--- src/hdl/fomg_pkg.sv ---
package fomg_pkg;

  localparam int unsigned W = 16;
  localparam int unsigned A2B_ROUNDS_PER_STAGE = 5;

  typedef logic [W-1:0] word_t;

  typedef enum logic [2:0] {
    MODE_A2B  = 3'd0,
    MODE_B2A  = 3'd1,
    MODE_AND  = 3'd2,
    MODE_ADD  = 3'd3,
    MODE_ZERO = 3'd4
  } mode_t;

  typedef struct packed {
    word_t s0;
    word_t s1;
  } pair_t;

  typedef struct packed {
    word_t t;
    word_t om;
  } a2b_t;

  // Goubin carry rounds, A2B_ROUNDS_PER_STAGE of them
  function automatic a2b_t a2b_rounds(input a2b_t st, input word_t a0, input word_t a1);
    a2b_t  r;
    word_t g;
    r = st;
    for (int k = 0; k < A2B_ROUNDS_PER_STAGE; k++) begin
      g   = (r.t & a1) ^ r.om;
      r.t = r.t & a0;
      g   = g ^ r.t;
      r.t = g << 1;
    end
    return r;
  endfunction

  function automatic pair_t b2a(input word_t b0, input word_t b1, input word_t g);
    word_t t;
    word_t g2;
    word_t v;
    pair_t r;
    t    = ((b0 ^ g) - g) ^ b0;
    g2   = g ^ b1;
    v    = (b0 ^ g2) - g2;
    r.s0 = v ^ t;
    r.s1 = b1;
    return r;
  endfunction

  function automatic pair_t isw_and(input pair_t x, input pair_t y, input word_t r);
    pair_t z;
    z.s0 = (x.s0 & y.s0) ^ r;
    z.s1 = (x.s1 & y.s1) ^ r ^ (x.s0 & y.s1) ^ (x.s1 & y.s0);
    return z;
  endfunction

  function automatic pair_t zt_round(input pair_t o, input int unsigned sh,
                                     input word_t r, input word_t rr);
    pair_t z;
    z.s0 = (o.s0 >> sh) ^ r;
    z.s1 = (o.s1 >> sh) ^ r;
    return isw_and(z, o, rr);
  endfunction

endpackage

--- src/hdl/first_order_masked_gadget_unit.sv ---
// channel | dir | tdata (low bit up)                          | tuser
// s_axis  | in  | a_share0 a_share1 b_share0 b_share1 rand_lo  | mode
//         |     | rand_hi rand_last (208 bits)                 |
// m_axis  | out | out_share0 out_share1 (32 bits)              | -
// Four register stages (s1, s2, s3, out); one transfer per cycle while m_axis_tready does not stall.
// The 15 carry rounds of arith-to-bool set the depth: five per stage.
// rst is synchronous and clears the stage valid bits only.
// Each stage moves when it is empty or the next one moves, so bubbles
// close up under a stall and nothing is dropped or repeated.
module first_order_masked_gadget_unit (
  input  logic         clk,
  input  logic         rst,
  input  logic         s_axis_tvalid,
  output logic         s_axis_tready,
  input  logic [207:0] s_axis_tdata,   // a_share0 a_share1 b_share0 b_share1 rand_lo rand_hi rand_last
  input  logic [2:0]   s_axis_tuser,   // mode
  output logic         m_axis_tvalid,
  input  logic         m_axis_tready,
  output logic [31:0]  m_axis_tdata    // out_share0 out_share1
);

  typedef struct packed {
    logic [2:0]              mode;
    fomg_pkg::pair_t         u;
    fomg_pkg::pair_t         v;
    fomg_pkg::word_t         rnd;
    logic [5*fomg_pkg::W-1:0] zr;
  } st1_t;

  typedef struct packed {
    logic [2:0]      mode;
    fomg_pkg::a2b_t  ab;
    fomg_pkg::pair_t a;
    fomg_pkg::word_t y0;
    fomg_pkg::pair_t res;
  } st2_t;

  logic v1, v2, v3, v4;
  logic en1, en2, en3, en4;
  st1_t s1, s1_next;
  st2_t s2, s2_next, s3, s3_next;
  fomg_pkg::pair_t out, out_next;

  assign en4 = !v4 || m_axis_tready;
  assign en3 = !v3 || en4;
  assign en2 = !v2 || en3;
  assign en1 = !v1 || en2;
  assign s_axis_tready = en1;
  assign m_axis_tvalid = v4;
  assign m_axis_tdata  = {out.s1, out.s0};

  always_ff @(posedge clk) begin
    if (rst) begin
      v1 <= 1'b0;
      v2 <= 1'b0;
      v3 <= 1'b0;
      v4 <= 1'b0;
    end else begin
      if (en1) v1 <= s_axis_tvalid;
      if (en2) v2 <= v1;
      if (en3) v3 <= v2;
      if (en4) v4 <= v3;
    end
  end

  always_ff @(posedge clk) begin
    if (en1) s1 <= s1_next;
    if (en2) s2 <= s2_next;
    if (en3) s3 <= s3_next;
    if (en4) out <= out_next;
  end

  // stage 1: bool-to-arith, AND, first two zero-test rounds
  always_comb begin
    fomg_pkg::pair_t x, y, o;
    fomg_pkg::word_t r [0:8];
    x.s0 = s_axis_tdata[15:0];
    x.s1 = s_axis_tdata[31:16];
    y.s0 = s_axis_tdata[47:32];
    y.s1 = s_axis_tdata[63:48];
    for (int i = 0; i < 8; i++) r[i] = s_axis_tdata[64 + 16*i +: 16];
    r[8] = s_axis_tdata[207:192];
    s1_next      = '0;
    s1_next.mode = s_axis_tuser;
    s1_next.zr   = s_axis_tdata[207:128];
    o.s0 = ~x.s0;
    o.s1 = x.s1;
    unique case (s_axis_tuser)
      fomg_pkg::MODE_A2B: begin
        s1_next.u   = x;
        s1_next.rnd = r[0];
      end
      fomg_pkg::MODE_B2A: s1_next.u = fomg_pkg::b2a(x.s0, x.s1, r[0]);
      fomg_pkg::MODE_AND: s1_next.u = fomg_pkg::isw_and(x, y, r[0]);
      fomg_pkg::MODE_ADD: begin
        s1_next.u   = fomg_pkg::b2a(x.s0, x.s1, r[0]);
        s1_next.v   = fomg_pkg::b2a(y.s0, y.s1, r[1]);
        s1_next.rnd = r[2];
      end
      fomg_pkg::MODE_ZERO: begin
        o = fomg_pkg::zt_round(o, 1, r[0], r[1]);
        s1_next.u = fomg_pkg::zt_round(o, 2, r[2], r[3]);
      end
      default: s1_next.u = '0;
    endcase
  end

  // stage 2: share sum, A2B prologue and rounds 1-5, zero-test finish
  always_comb begin
    fomg_pkg::pair_t a, o;
    fomg_pkg::word_t g, y0a, g2;
    fomg_pkg::a2b_t  ab;
    s2_next      = '0;
    s2_next.mode = s1.mode;
    a = s1.u;
    if (s1.mode == fomg_pkg::MODE_ADD) begin
      a.s0 = s1.u.s0 + s1.v.s0;
      a.s1 = s1.u.s1 + s1.v.s1;
    end
    g     = s1.rnd;
    ab.t  = g << 1;
    y0a   = g ^ a.s1;
    ab.om = g & y0a;
    s2_next.y0 = ab.t ^ a.s0;
    g2    = (g ^ s2_next.y0) & a.s1;
    ab.om = ab.om ^ g2 ^ (ab.t & a.s0);
    s2_next.ab = fomg_pkg::a2b_rounds(ab, a.s0, a.s1);
    s2_next.a  = a;
    o = fomg_pkg::zt_round(s1.u, 4, s1.zr[15:0], s1.zr[31:16]);
    o = fomg_pkg::zt_round(o, 8, s1.zr[47:32], s1.zr[63:48]);
    if (s1.mode == fomg_pkg::MODE_ZERO) begin
      s2_next.res.s0 = {{(fomg_pkg::W-1){1'b0}}, o.s0[0]} ^ s1.zr[79:64];
      s2_next.res.s1 = {{(fomg_pkg::W-1){1'b0}}, o.s1[0]} ^ s1.zr[79:64];
    end else begin
      s2_next.res = s1.u;
    end
  end

  // stage 3: rounds 6-10
  always_comb begin
    s3_next    = s2;
    s3_next.ab = fomg_pkg::a2b_rounds(s2.ab, s2.a.s0, s2.a.s1);
  end

  // stage 4: rounds 11-15 and output select
  always_comb begin
    fomg_pkg::a2b_t ab;
    ab = fomg_pkg::a2b_rounds(s3.ab, s3.a.s0, s3.a.s1);
    unique case (s3.mode)
      fomg_pkg::MODE_A2B, fomg_pkg::MODE_ADD: begin
        out_next.s0 = s3.y0 ^ ab.t;
        out_next.s1 = s3.a.s1;
      end
      fomg_pkg::MODE_B2A, fomg_pkg::MODE_AND, fomg_pkg::MODE_ZERO: out_next = s3.res;
      default: out_next = '0;
    endcase
  end

endmodule

--- config.mk ---
export PLATFORM = sky130hd
export DESIGN_NAME = first_order_masked_gadget_unit
export DESIGN_NICKNAME = d
export VERILOG_FILES = /design/src/hdl/fomg_pkg.sv /design/src/hdl/first_order_masked_gadget_unit.sv
export SDC_FILE = /design/constraint.sdc
export NUM_CORES = 1
export LEC_CHECK = 0
export BUFFER_PORTS_ARGS = -buffer_cell sky130_fd_sc_hd__buf_4
export CAP_MARGIN = 10
export CORE_MARGIN = 2
export CORE_UTILIZATION = 50
export CTS_BUF_LIST = sky130_fd_sc_hd__clkbuf_2 sky130_fd_sc_hd__clkbuf_4 sky130_fd_sc_hd__clkbuf_8
export DETAILED_ROUTE_END_ITERATION = 8
export PLACE_DENSITY = 0.69
export SLEW_MARGIN = 20
export SYNTH_ARGS = -nofsm -noshare
export SYNTH_HDL_FRONTEND = slang
export SYNTH_SLANG_ARGS = --single-unit
--- constraint.sdc ---
create_clock -name clk -period 4.71 [get_ports clk]
set_input_delay 0.942 -clock clk [delete_from_list [all_inputs] [get_ports clk]]
set_output_delay 0.942 -clock clk [all_outputs]
set_load 0.02 [all_outputs]
==> impl_metrics.env, run 1 <==
export IMPL_final_antenna_net_count=0
export IMPL_dp_cells=3052
export IMPL_synth_fp_nets=2684
export IMPL_utilization_pct=56.98
export IMPL_synth_edf_count=341
export IMPL_synth_distinct_cells=89
export IMPL_yosys_warnings=0
export IMPL_dpl_instance_area_um2=25530
export IMPL_clockRootBuffer="clkbuf_8"
export IMPL_cts_sinks=345
export IMPL_finish_instance_area_um2=26580
export IMPL_post_cts_setup_buffers=0
export IMPL_slew_viol_final=0
export IMPL_worstPathRequired_ns=5.05
export IMPL_die_w_um=221.7
export IMPL_start_kind="flip-flop"
export IMPL_critPathArrivalTime_ns=4.50
export IMPL_power_leakage_nw=10.98
export IMPL_cap_viol_max_count=0
export IMPL_synth_area_leaders="edfxtp_1 (43%), xnor2_1 (12%), xor2_1 (5.7%)"
export IMPL_die_area_um2=49160
export IMPL_routed_wl_um=57440
export IMPL_crit_path_cell_trace="ha_1 > fa_1 > a21o_1 > a21oi_1 > o21bai_1 > a21oi_1 > o21ai_1 > a211oi_1 > o41ai_1 > xnor2_1 > o21ai_1 > ha_1 > xor2_1 > nand4_1 > mux2i_1 > nor3_1"
export IMPL_portBuffers=190
export IMPL_grt_usage_pct=23.20
export IMPL_cts_resized=0
export IMPL_cts_tree="yes"
export IMPL_area_growth_pct=12.16
export IMPL_hold_path_class="flip-flop to flip-flop"
export IMPL_grt_pass1_vias=17260
export IMPL_drt_iter0_markers=1209
export IMPL_htreeDepth=2
export IMPL_drtPass1Iterations=7
export IMPL_drive_gt1_share_pct=12.83
export IMPL_setup_viol=0
export IMPL_worst_pin_slew_ns=1.046
export IMPL_status="finished, violations left"
export IMPL_synthTopCellsByCount="edfxtp_1 (341), xnor2_1 (337), nand2_1 (311)"
export IMPL_fmax_mhz=240.7
export IMPL_critPathSlowestCell="edfxtp_1"
export IMPL_maxSlewHeadroom_pct=30.10
export IMPL_grt_setup_unrepaired="false"
export IMPL_critical_path_class="flip-flop to flip-flop"
export IMPL_finClkSkew_ns=0.02023
export IMPL_drcViolationCount=2
export IMPL_cts_hold_fix_buffers=0
export IMPL_initial_core_util_pct=50.80
export IMPL_synth_avg_cell_area_um2=10.02
export IMPL_grt_pass1_wl_um=91230
export IMPL_ios=249
export IMPL_power_density_nw_per_um2=363.5
export IMPL_core_um2=46650
export IMPL_vias_per_cell=5.554
export IMPL_synthFlopType="edfxtp_1"
export IMPL_antenna_found_initial=1
export IMPL_gr_total_overflow=0
export IMPL_hold_viol_final=0
export IMPL_synth_async_reset_ratio_pct=0
export IMPL_clk_pin_slew_ns=0.07
export IMPL_fin_crit_ns=4.154
export IMPL_clk_latency_ns=0.59
export IMPL_synth_cell_area_um2=23700
export IMPL_num_vias=17440
export IMPL_finalWeightedCongestion=0.9036
export IMPL_cts_buffer_depth=3
export IMPL_critPathMaxFanout=7
export IMPL_yosysSeqAreaShare_pct=43.54
export IMPL_yosysTopAreaCell="edfxtp_1"
export IMPL_grt_max_degree=101
export IMPL_rows=79
export IMPL_post_synth_top_count_cell="edfxtp_1"
export IMPL_ir_drop_v=0.0001650
export IMPL_cts_buffers=48
export IMPL_crit_path_end_kind="flip-flop"
export IMPL_final_nets=2813
export IMPL_stdcell_count=3141
export IMPL_synth_top_area_share_pct=43.20
export IMPL_violations="design-rule violations"
export IMPL_post_route_period_util_pct=88.19
export IMPL_wl_per_cell_um=18.29
export IMPL_place_hpwl_um=44750
export IMPL_syn_inst=2366
export IMPL_slowest_delay_ns=0.51
export IMPL_tns_ns=0
export IMPL_dieHeight_um=221.7
export IMPL_synth_seq_cells=345
placed cells by master, fill, tap and decap left out, types with 50 or more instances in the layout:
cell type / n
a21oi_1: 100
buf_4: 205
clkbuf_8: 54
edfxtp_1: 341
ha_1: 101
inv_1: 81
mux2i_1: 50
nand2_1: 309
nor2_1: 146
o21ai_0: 103
xnor2_1: 337
xor2_1: 155
final timing paths:
path	from	endpoint	cells after the start	slack (ns)
hold / removal	s2[29]	s3[29]	0	0.41
setup / recovery	s1[144]	s2[94]	16	0.56
setup reg to reg	s1[144]	s2[94]	16	0.56
hold reg to reg	s2[29]	s3[29]	0	0.41
cell families after synthesis:
group	share of synthesized area (%)
multiplexers	2.787
buffers and inverters	3.505
AND/OR/NAND/NOR	13.59
AO/OA/AOI/OAI	12.76
adder cells (fa/ha/maj)	5.501
XOR/XNOR	18.32
flip-flops	43.54
cell type report:
class / count / area [um^2]
diodes: 1 / 2.502
clock buffers: 68 / 848.3
clock inverters: 20 / 198.9
fillers: 4060 / 20070
inverters: 85 / 320.3
multi-input cells: 1809 / 12570
flip-flops and latches: 345 / 10320
well taps: 607 / 759.5
repair buffers: 206 / 1559
worst max-delay path, delay by kind of cell (launching register included):
| kind | cells | cell delay, ns |
|---|---|---|
| adders and majority gates | 3 | 0.88 |
| and+or+nand+nor | 2 | 0.24 |
| DFF | 1 | 0.51 |
| AOI/OAI and AO/OA | 8 | 1.58 |
| xor gates and xnor gates | 2 | 0.52 |
| muxes | 1 | 0.18 |
layer usage:
layer / vias to the layer above / routed length (um) / track usage (%)
met5: - / 0 / 0
met4: 0 / 1569 / 7.650
met1: 8332 / 26410 / 31.50
li1: 8631 / - / -
met2: 405 / 27150 / 39.01
met3: 76 / 2309 / 2.412
metrics by stage:
stage	worst slack, ns	total power, mW	hold slack, ns
CTS	0.5639	9.724	0.4112
floorplan	0.2260	6.440	0.4003
finish	0.5563	9.663	0.4114
global route	0.2471	10.23	0.4147
global placement	0.5935	7.140	0.4030
detailed placement	0.5729	7.236	0.4045
power breakdown:
part	switching [mW]	internal (mW)	total [mW]
Clock	1.08	1.39	2.47
Combinational	1.60	1.30	2.89
Sequential	0.299	4.00	4.30
Total	2.98	6.68	9.66
flip-flops by register name (all words and copies together), names as in the netlist:
register	cells
v1	1
m_axis_tdata	32
v2	1
m_axis_tvalid	1
v3	1
s2	100
s3	105
s1	104
(Power assumes the default switching activity.)
==> run 2: changes to the inputs <==
--- a/config.mk
+++ b/config.mk
@@ -11,6 +11,7 @@
 export CORE_UTILIZATION = 50
 export CTS_BUF_LIST = sky130_fd_sc_hd__clkbuf_2 sky130_fd_sc_hd__clkbuf_4 sky130_fd_sc_hd__clkbuf_8
 export DETAILED_ROUTE_END_ITERATION = 8
+export GPL_TIMING_DRIVEN = 0
 export PLACE_DENSITY = 0.69
 export SLEW_MARGIN = 20
 export SYNTH_ARGS = -nofsm -noshare
==> constraint.sdc (replaced) <==
create_clock -name clk -period 4.71 [get_ports clk]
set_input_delay 0.7065 -clock clk [delete_from_list [all_inputs] [get_ports clk]]
set_output_delay 0.7065 -clock clk [all_outputs]
set_load 0.02 [all_outputs]
==> run 2 against run 1 <==
  * The run still ends with design-rule violations left
  * Sequential share of layout area decreased by 0.23 points
  * Clock power decreased by 2%
  * Cell count increased by 2.4%
  * Setup slack got worse by 0.058 ns
  * Register-to-register slack got worse by 0.06 ns
  * Utilization increased by 0.34 points
  * First-iteration DRC count increased by 16%
  * Sequential cell count unchanged
  * Critical endpoint unchanged
  * Highest routed layer is now met5
==> impl_metrics.env, run 2 (same netlist as run 1, synthesis figures left out) <==
export IMPL_cap_viol_max_count=0
export IMPL_finClkSkew_ns=0.01143
export IMPL_worst_slack_ns=0.4987
export IMPL_stdcell_count=3215
export IMPL_setup_viol=0
export IMPL_fin_crit_ns=4.211
export IMPL_post_route_period_util_pct=89.41
export IMPL_hold_viol_final=0
export IMPL_p_sw_mw=3.015
export IMPL_grt_usage_pct=24.78
export IMPL_die_area_um2=49160
export IMPL_antenna_found_initial=2
export IMPL_holdPathEnd="s1[65]"
export IMPL_drt_iter0_markers=1399
export IMPL_top_register="s3"
export IMPL_grt_max_degree=58
export IMPL_post_cts_setup_buffers=0
export IMPL_final_antenna_net_count=0
export IMPL_gr_total_overflow=0
export IMPL_use_met3_pct=2.531
export IMPL_initial_core_util_pct=50.80
export IMPL_finish_instance_area_um2=26740
export IMPL_maxSlewHeadroom_pct=27.92
export IMPL_p_int_mw=6.658
export IMPL_power_frac_comb_pct=30.7
export IMPL_cts_buffer_depth=3
export IMPL_clk_latency_ns=0.57
export IMPL_crit_path_end_kind="flip-flop"
export IMPL_place_hpwl_um=49560
export IMPL_cts_sinks=345
export IMPL_cts_resized=0
export IMPL_cts_tree="yes"
export IMPL_finalWeightedCongestion=0.9470
export IMPL_cts_hold_fix_buffers=0
export IMPL_dp_cells=3132
export IMPL_clk_pin_slew_ns=0.07
export IMPL_hold_path_class="input pin to flip-flop"
export IMPL_power_frac_seq_pct=44.1
export IMPL_min_from="s_axis_tdata[193]"
export IMPL_largest_reg_flops=105
export IMPL_vias_per_cell=5.573
export IMPL_drive_gt1_share_pct=11.20
export IMPL_routed_wl_um=61720
export IMPL_cts_buffers=47
export IMPL_grt_pass1_vias=18020
export IMPL_final_nets=2892
export IMPL_worst_pin_slew_ns=1.074
export IMPL_top_regs="s3 (105), s1 (104), s2 (100)"
export IMPL_r2r_slack_ns=0.50
export IMPL_critPathArrivalTime_ns=4.53
export IMPL_dpl_instance_area_um2=25730
export IMPL_utilization_pct=57.32
export IMPL_drcViolationCount=2
export IMPL_power_density_nw_per_um2=361.7
export IMPL_status="finished, violations left"
export IMPL_num_vias=17920
export IMPL_grt_util_met1_pct=31.70
export IMPL_worst_hold_slack_ns=0.3069
export IMPL_r2r_start="s1[144]"
export IMPL_slew_viol_final=0
export IMPL_ir_drop_v=0.0001921
export IMPL_area_growth_pct=12.82
export IMPL_ios=249
export IMPL_core_um2=46650
export IMPL_switching_share_pct=31.17
export IMPL_power_leakage_nw=10.97
export IMPL_portBuffers=156
export IMPL_grt_busiest_layer="met2"
export IMPL_critical_path_class="flip-flop to flip-flop"
export IMPL_start_kind="flip-flop"
export IMPL_htreeDepth=2
export IMPL_layout_commonest_cell="edfxtp_1"
export IMPL_r2r_end="s2[94]"
export IMPL_holdPathStages=1
export IMPL_clockRootBuffer="clkbuf_8"
export IMPL_wl_per_cell_um=19.20
export IMPL_violations="design-rule violations"
export IMPL_rows=79
export IMPL_r2r_cells=16
export IMPL_worstPathRequired_ns=5.02
export IMPL_critPathMaxFanout=7
export IMPL_most_common_layout_cells="edfxtp_1 (341), xnor2_1 (337), nand2_1 (309)"
export IMPL_drtPass1Iterations=8
export IMPL_fmax_mhz=237.5
export IMPL_grt_setup_unrepaired="false"
export IMPL_place_ws_ns=0.4830
export IMPL_gr_usage_met2_pct=43.30
export IMPL_p_clk_share_pct=25.2
export IMPL_grt_pass1_wl_um=95840
export IMPL_dieHeight_um=221.7
export IMPL_die_w_um=221.7
[run 2: changes by cell type in the layout (fill, tap and decap cells not counted), sizes merged]
cell / previous run / this run
clkbuf: 68 / 154
buf: 206 / 189
clkinv: 17 / 20
bufinv: 4 / 6
clkinvlp: 1 / 0
inv: 83 / 84
[run 2: worst max-delay path by stage]
stage,cells past startpoint,startpoint,end,slack (ns)
after global routing,16,s1[144],s2[94],0.19
after detailed placement,16,s1[144],s2[94],0.48
after CTS,16,s1[144],s2[94],0.48
after global placement,5,m_axis_tready,s_axis_tready,-0.76
final,16,s1[144],s2[94],0.50
after floorplan,3,m_axis_tready,s_axis_tready,0.70
[run 2: power by group through the flow]
stage | Combinational [mW] | Clock, mW | Sequential (mW)
after detailed placement | 2.94 | 0 | 4.33
after CTS | 2.96 | 2.50 | 4.27
final | 2.97 | 2.43 | 4.27
after global placement | 2.87 | 0 | 4.31
after global routing | 3.27 | 2.60 | 4.32
after floorplan | 2.15 | 0 | 4.29
[run 2: layer usage]
layer / wire (um) / vias to the layer above
met5: 11 / -
met4: 2243 / 2
met3: 2817 / 119
met2: 29780 / 523
met1: 26870 / 8462
li1: - / 8812
[run 2: final cells by class]
class                   count  area (um^2)
fillers                  4053        19910
diodes                      1        2.502
repair buffers            159         1254
inverters                  85        324.1
clock buffers              57        734.5
plain buffers             127        511.7
well taps                 607        759.5
flip-flops and latches    345        10320
multi-input cells        1809        12570
clock inverters            25        269.0
[run 2: critical path, cell delays in order, from the launching register on]
cell and delay (ns):
edfxtp_1 0.51, ha_1 0.28, fa_1 0.41, a21o_1 0.17, a21oi_1 0.22, o21bai_1 0.10, a21oi_1 0.27, o21ai_1 0.23
a211oi_1 0.26, o41ai_1 0.14, xnor2_1 0.15, o21ai_1 0.21, ha_1 0.20, xor2_1 0.38, nand4_1 0.15, mux2i_1 0.20
nor3_1 0.08
[run 2: stage by stage]
| step | power, mW | setup TNS [ns] |
|---|---|---|
| floorplan | 6.440 | 0 |
| detailed placement | 7.267 | 0 |
| global route | 10.19 | 0 |
| global placement | 7.180 | -38.49 |
| finish | 9.673 | 0 |
| CTS | 9.721 | 0 |
==> run 3: changes to the inputs <==
--- a/config.mk
+++ b/config.mk
@@ -8,11 +8,10 @@
 export BUFFER_PORTS_ARGS = -buffer_cell sky130_fd_sc_hd__buf_4
 export CAP_MARGIN = 10
 export CORE_MARGIN = 2
-export CORE_UTILIZATION = 50
+export CORE_UTILIZATION = 41
 export CTS_BUF_LIST = sky130_fd_sc_hd__clkbuf_2 sky130_fd_sc_hd__clkbuf_4 sky130_fd_sc_hd__clkbuf_8
 export DETAILED_ROUTE_END_ITERATION = 8
 export GPL_TIMING_DRIVEN = 0
-export PLACE_DENSITY = 0.69
 export SLEW_MARGIN = 20
 export SYNTH_ARGS = -nofsm -noshare
 export SYNTH_HDL_FRONTEND = slang
==> run 3 against run 2 <==
  * The flow now finishes without violations
  * Final area up 0.81%
  * Die area rose by 22%
  * Sequential cell count stayed put
  * Routed wire length rose by 4.9%
  * Register-to-register slack lost 0.18 ns
  * Combinational power barely moved
  * Clock-buffer cell count grew 3
  * Sequential share of layout area fell by 0.31 points
  * Critical path type unchanged
  * Largest power group unchanged
  * Highest routed layer is now met4
==> impl_metrics.env, run 3 (same netlist as run 1, synthesis figures left out) <==
export IMPL_status="finished, final reports clean"
export IMPL_worst_slack_ns=0.3137
export IMPL_finalWeightedCongestion=0.8969
export IMPL_drtPass1Iterations=7
export IMPL_die_w_um=244.4
export IMPL_portBuffers=156
export IMPL_largest_reg_flops=105
export IMPL_cts_tree="yes"
export IMPL_crit_path_end_kind="flip-flop"
export IMPL_ir_drop_v=0.0001805
export IMPL_grt_setup_unrepaired="false"
export IMPL_layout_commonest_cell="edfxtp_1"
export IMPL_power_density_nw_per_um2=358.9
export IMPL_die_area_um2=59750
export IMPL_top_register="s3"
export IMPL_slew_viol_final=0
export IMPL_cts_sinks=345
export IMPL_worst_pin_slew_ns=1.075
export IMPL_cts_buffer_depth=3
export IMPL_rows=88
export IMPL_drive_gt1_share_pct=11.30
export IMPL_final_nets=2895
export IMPL_final_antenna_net_count=0
export IMPL_grt_usage_pct=21.47
export IMPL_vias_per_cell=5.255
export IMPL_setup_viol=0
export IMPL_finClkSkew_ns=0.01877
export IMPL_grt_pass1_vias=18090
export IMPL_place_ws_ns=0.3793
export IMPL_hold_viol_final=0
export IMPL_critical_path_class="flip-flop to flip-flop"
export IMPL_post_route_period_util_pct=93.34
export IMPL_post_cts_setup_buffers=0
export IMPL_power_leakage_nw=10.97
export IMPL_clockRootBuffer="clkbuf_8"
export IMPL_place_hpwl_um=52160
export IMPL_num_vias=17740
export IMPL_core_um2=57480
export IMPL_cts_hold_fix_buffers=0
export IMPL_drt_iter0_markers=1138
export IMPL_cts_resized=0
export IMPL_drcViolationCount=0
export IMPL_critPathMaxFanout=7
export IMPL_wl_per_cell_um=19.18
export IMPL_maxSlewHeadroom_pct=27.83
export IMPL_start_kind="flip-flop"
export IMPL_htreeDepth=2
export IMPL_top_regs="s3 (105), s1 (104), s2 (100)"
export IMPL_routed_wl_um=64740
export IMPL_utilization_pct=46.90
export IMPL_antenna_found_initial=1
export IMPL_gr_total_overflow=0
export IMPL_worstPathRequired_ns=5.04
export IMPL_initial_core_util_pct=41.24
export IMPL_hold_path_class="input pin to flip-flop"
export IMPL_area_growth_pct=13.74
export IMPL_grt_pass1_wl_um=100200
export IMPL_ios=249
export IMPL_cap_viol_max_count=0
export IMPL_fmax_mhz=227.5
export IMPL_clk_pin_slew_ns=0.07
export IMPL_clk_latency_ns=0.58
export IMPL_dieHeight_um=244.4
export IMPL_grt_max_degree=83
export IMPL_n_fill_cell=5440
export IMPL_critPathArrivalTime_ns=4.73
export IMPL_cts_buffers=49
export IMPL_tns_ns=0
export IMPL_most_common_layout_cells="edfxtp_1 (341), xnor2_1 (337), nand2_1 (309)"
export IMPL_fin_crit_ns=4.396
export IMPL_finalPower_mw=9.675
## run 3: cell count changes in the layout (fill, tap and decap cells not counted), sizes merged
cell,before,now
buf,189,190
clkbuf,154,157
inv,84,83
bufinv,6,5
clkinvlp,0,3
clkinv,20,18
## run 3: area by class of cell
cell class                      instances  area (um^2)  share of cell area [%]
Antenna cell                            1        2.502                0.009282
Sequential cell                       345        10320                   38.28
Clock buffer                           60        757.0                   2.808
Buffer                                127        511.7                   1.898
Clock inverter                         24        239.0                  0.8865
Timing Repair Buffer                  160         1281                   4.753
Tap cell                              765        957.2                   3.551
Inverter                               85        324.1                   1.202
Multi-Input combinational cell       1809        12570                   46.61
## run 3: report_power, final
group | switching (mW) | total [mW] | internal (mW)
combinational | 1.69 | 2.98 | 1.30
clock | 1.09 | 2.42 | 1.33
sequential | 0.274 | 4.27 | 4.00
## run 3: path summary, 6_finish.rpt
kind,start,end,slack [ns],depth (start not counted)
hold / removal,s_axis_tdata[152],s1[24],0.30,1
setup reg to reg,s1[144],s2[94],0.31,17
setup / recovery,s1[144],s2[94],0.31,17
hold reg to reg,s2[60],s3[60],0.42,0
## run 3: through the flow
stage	hold slack, ns	cells	area [um^2]
3_5_place_dp	0.4045	3291	25960
3_3_place_gp	0.4035	3287	25830
6_report	0.3011	3376	26960
4_1_cts	0.2374	3375	26960
5_1_grt	0.2527	3376	26960
2_1_floorplan	0.4003	2366	23700
## run 3: critical path: stages (launching register included)
cell      delay (ns)
edfxtp_1        0.51
ha_1            0.29
fa_1            0.41
a21o_1          0.18
a21oi_1         0.24
o21bai_1        0.10
a21oi_1         0.33
o21ai_1         0.24
a211oi_1        0.34
o41ai_1         0.16
xnor2_1         0.14
o21ai_1         0.19
ha_1            0.20
xor2_1          0.38
nand4_1         0.15
o31a_1          0.13
o21ai_0         0.09
nor3_1          0.07
## run 3: layer usage
metal / global-route usage, % / vias up / wire length (um)
met2: 37.92 / 411 / 32000
met4: 7.371 / 0 / 2013
met1: 27.69 / 8416 / 28540
li1: - / 8799 / -
met3: 1.635 / 114 / 2189
met5: 0 / - / 0
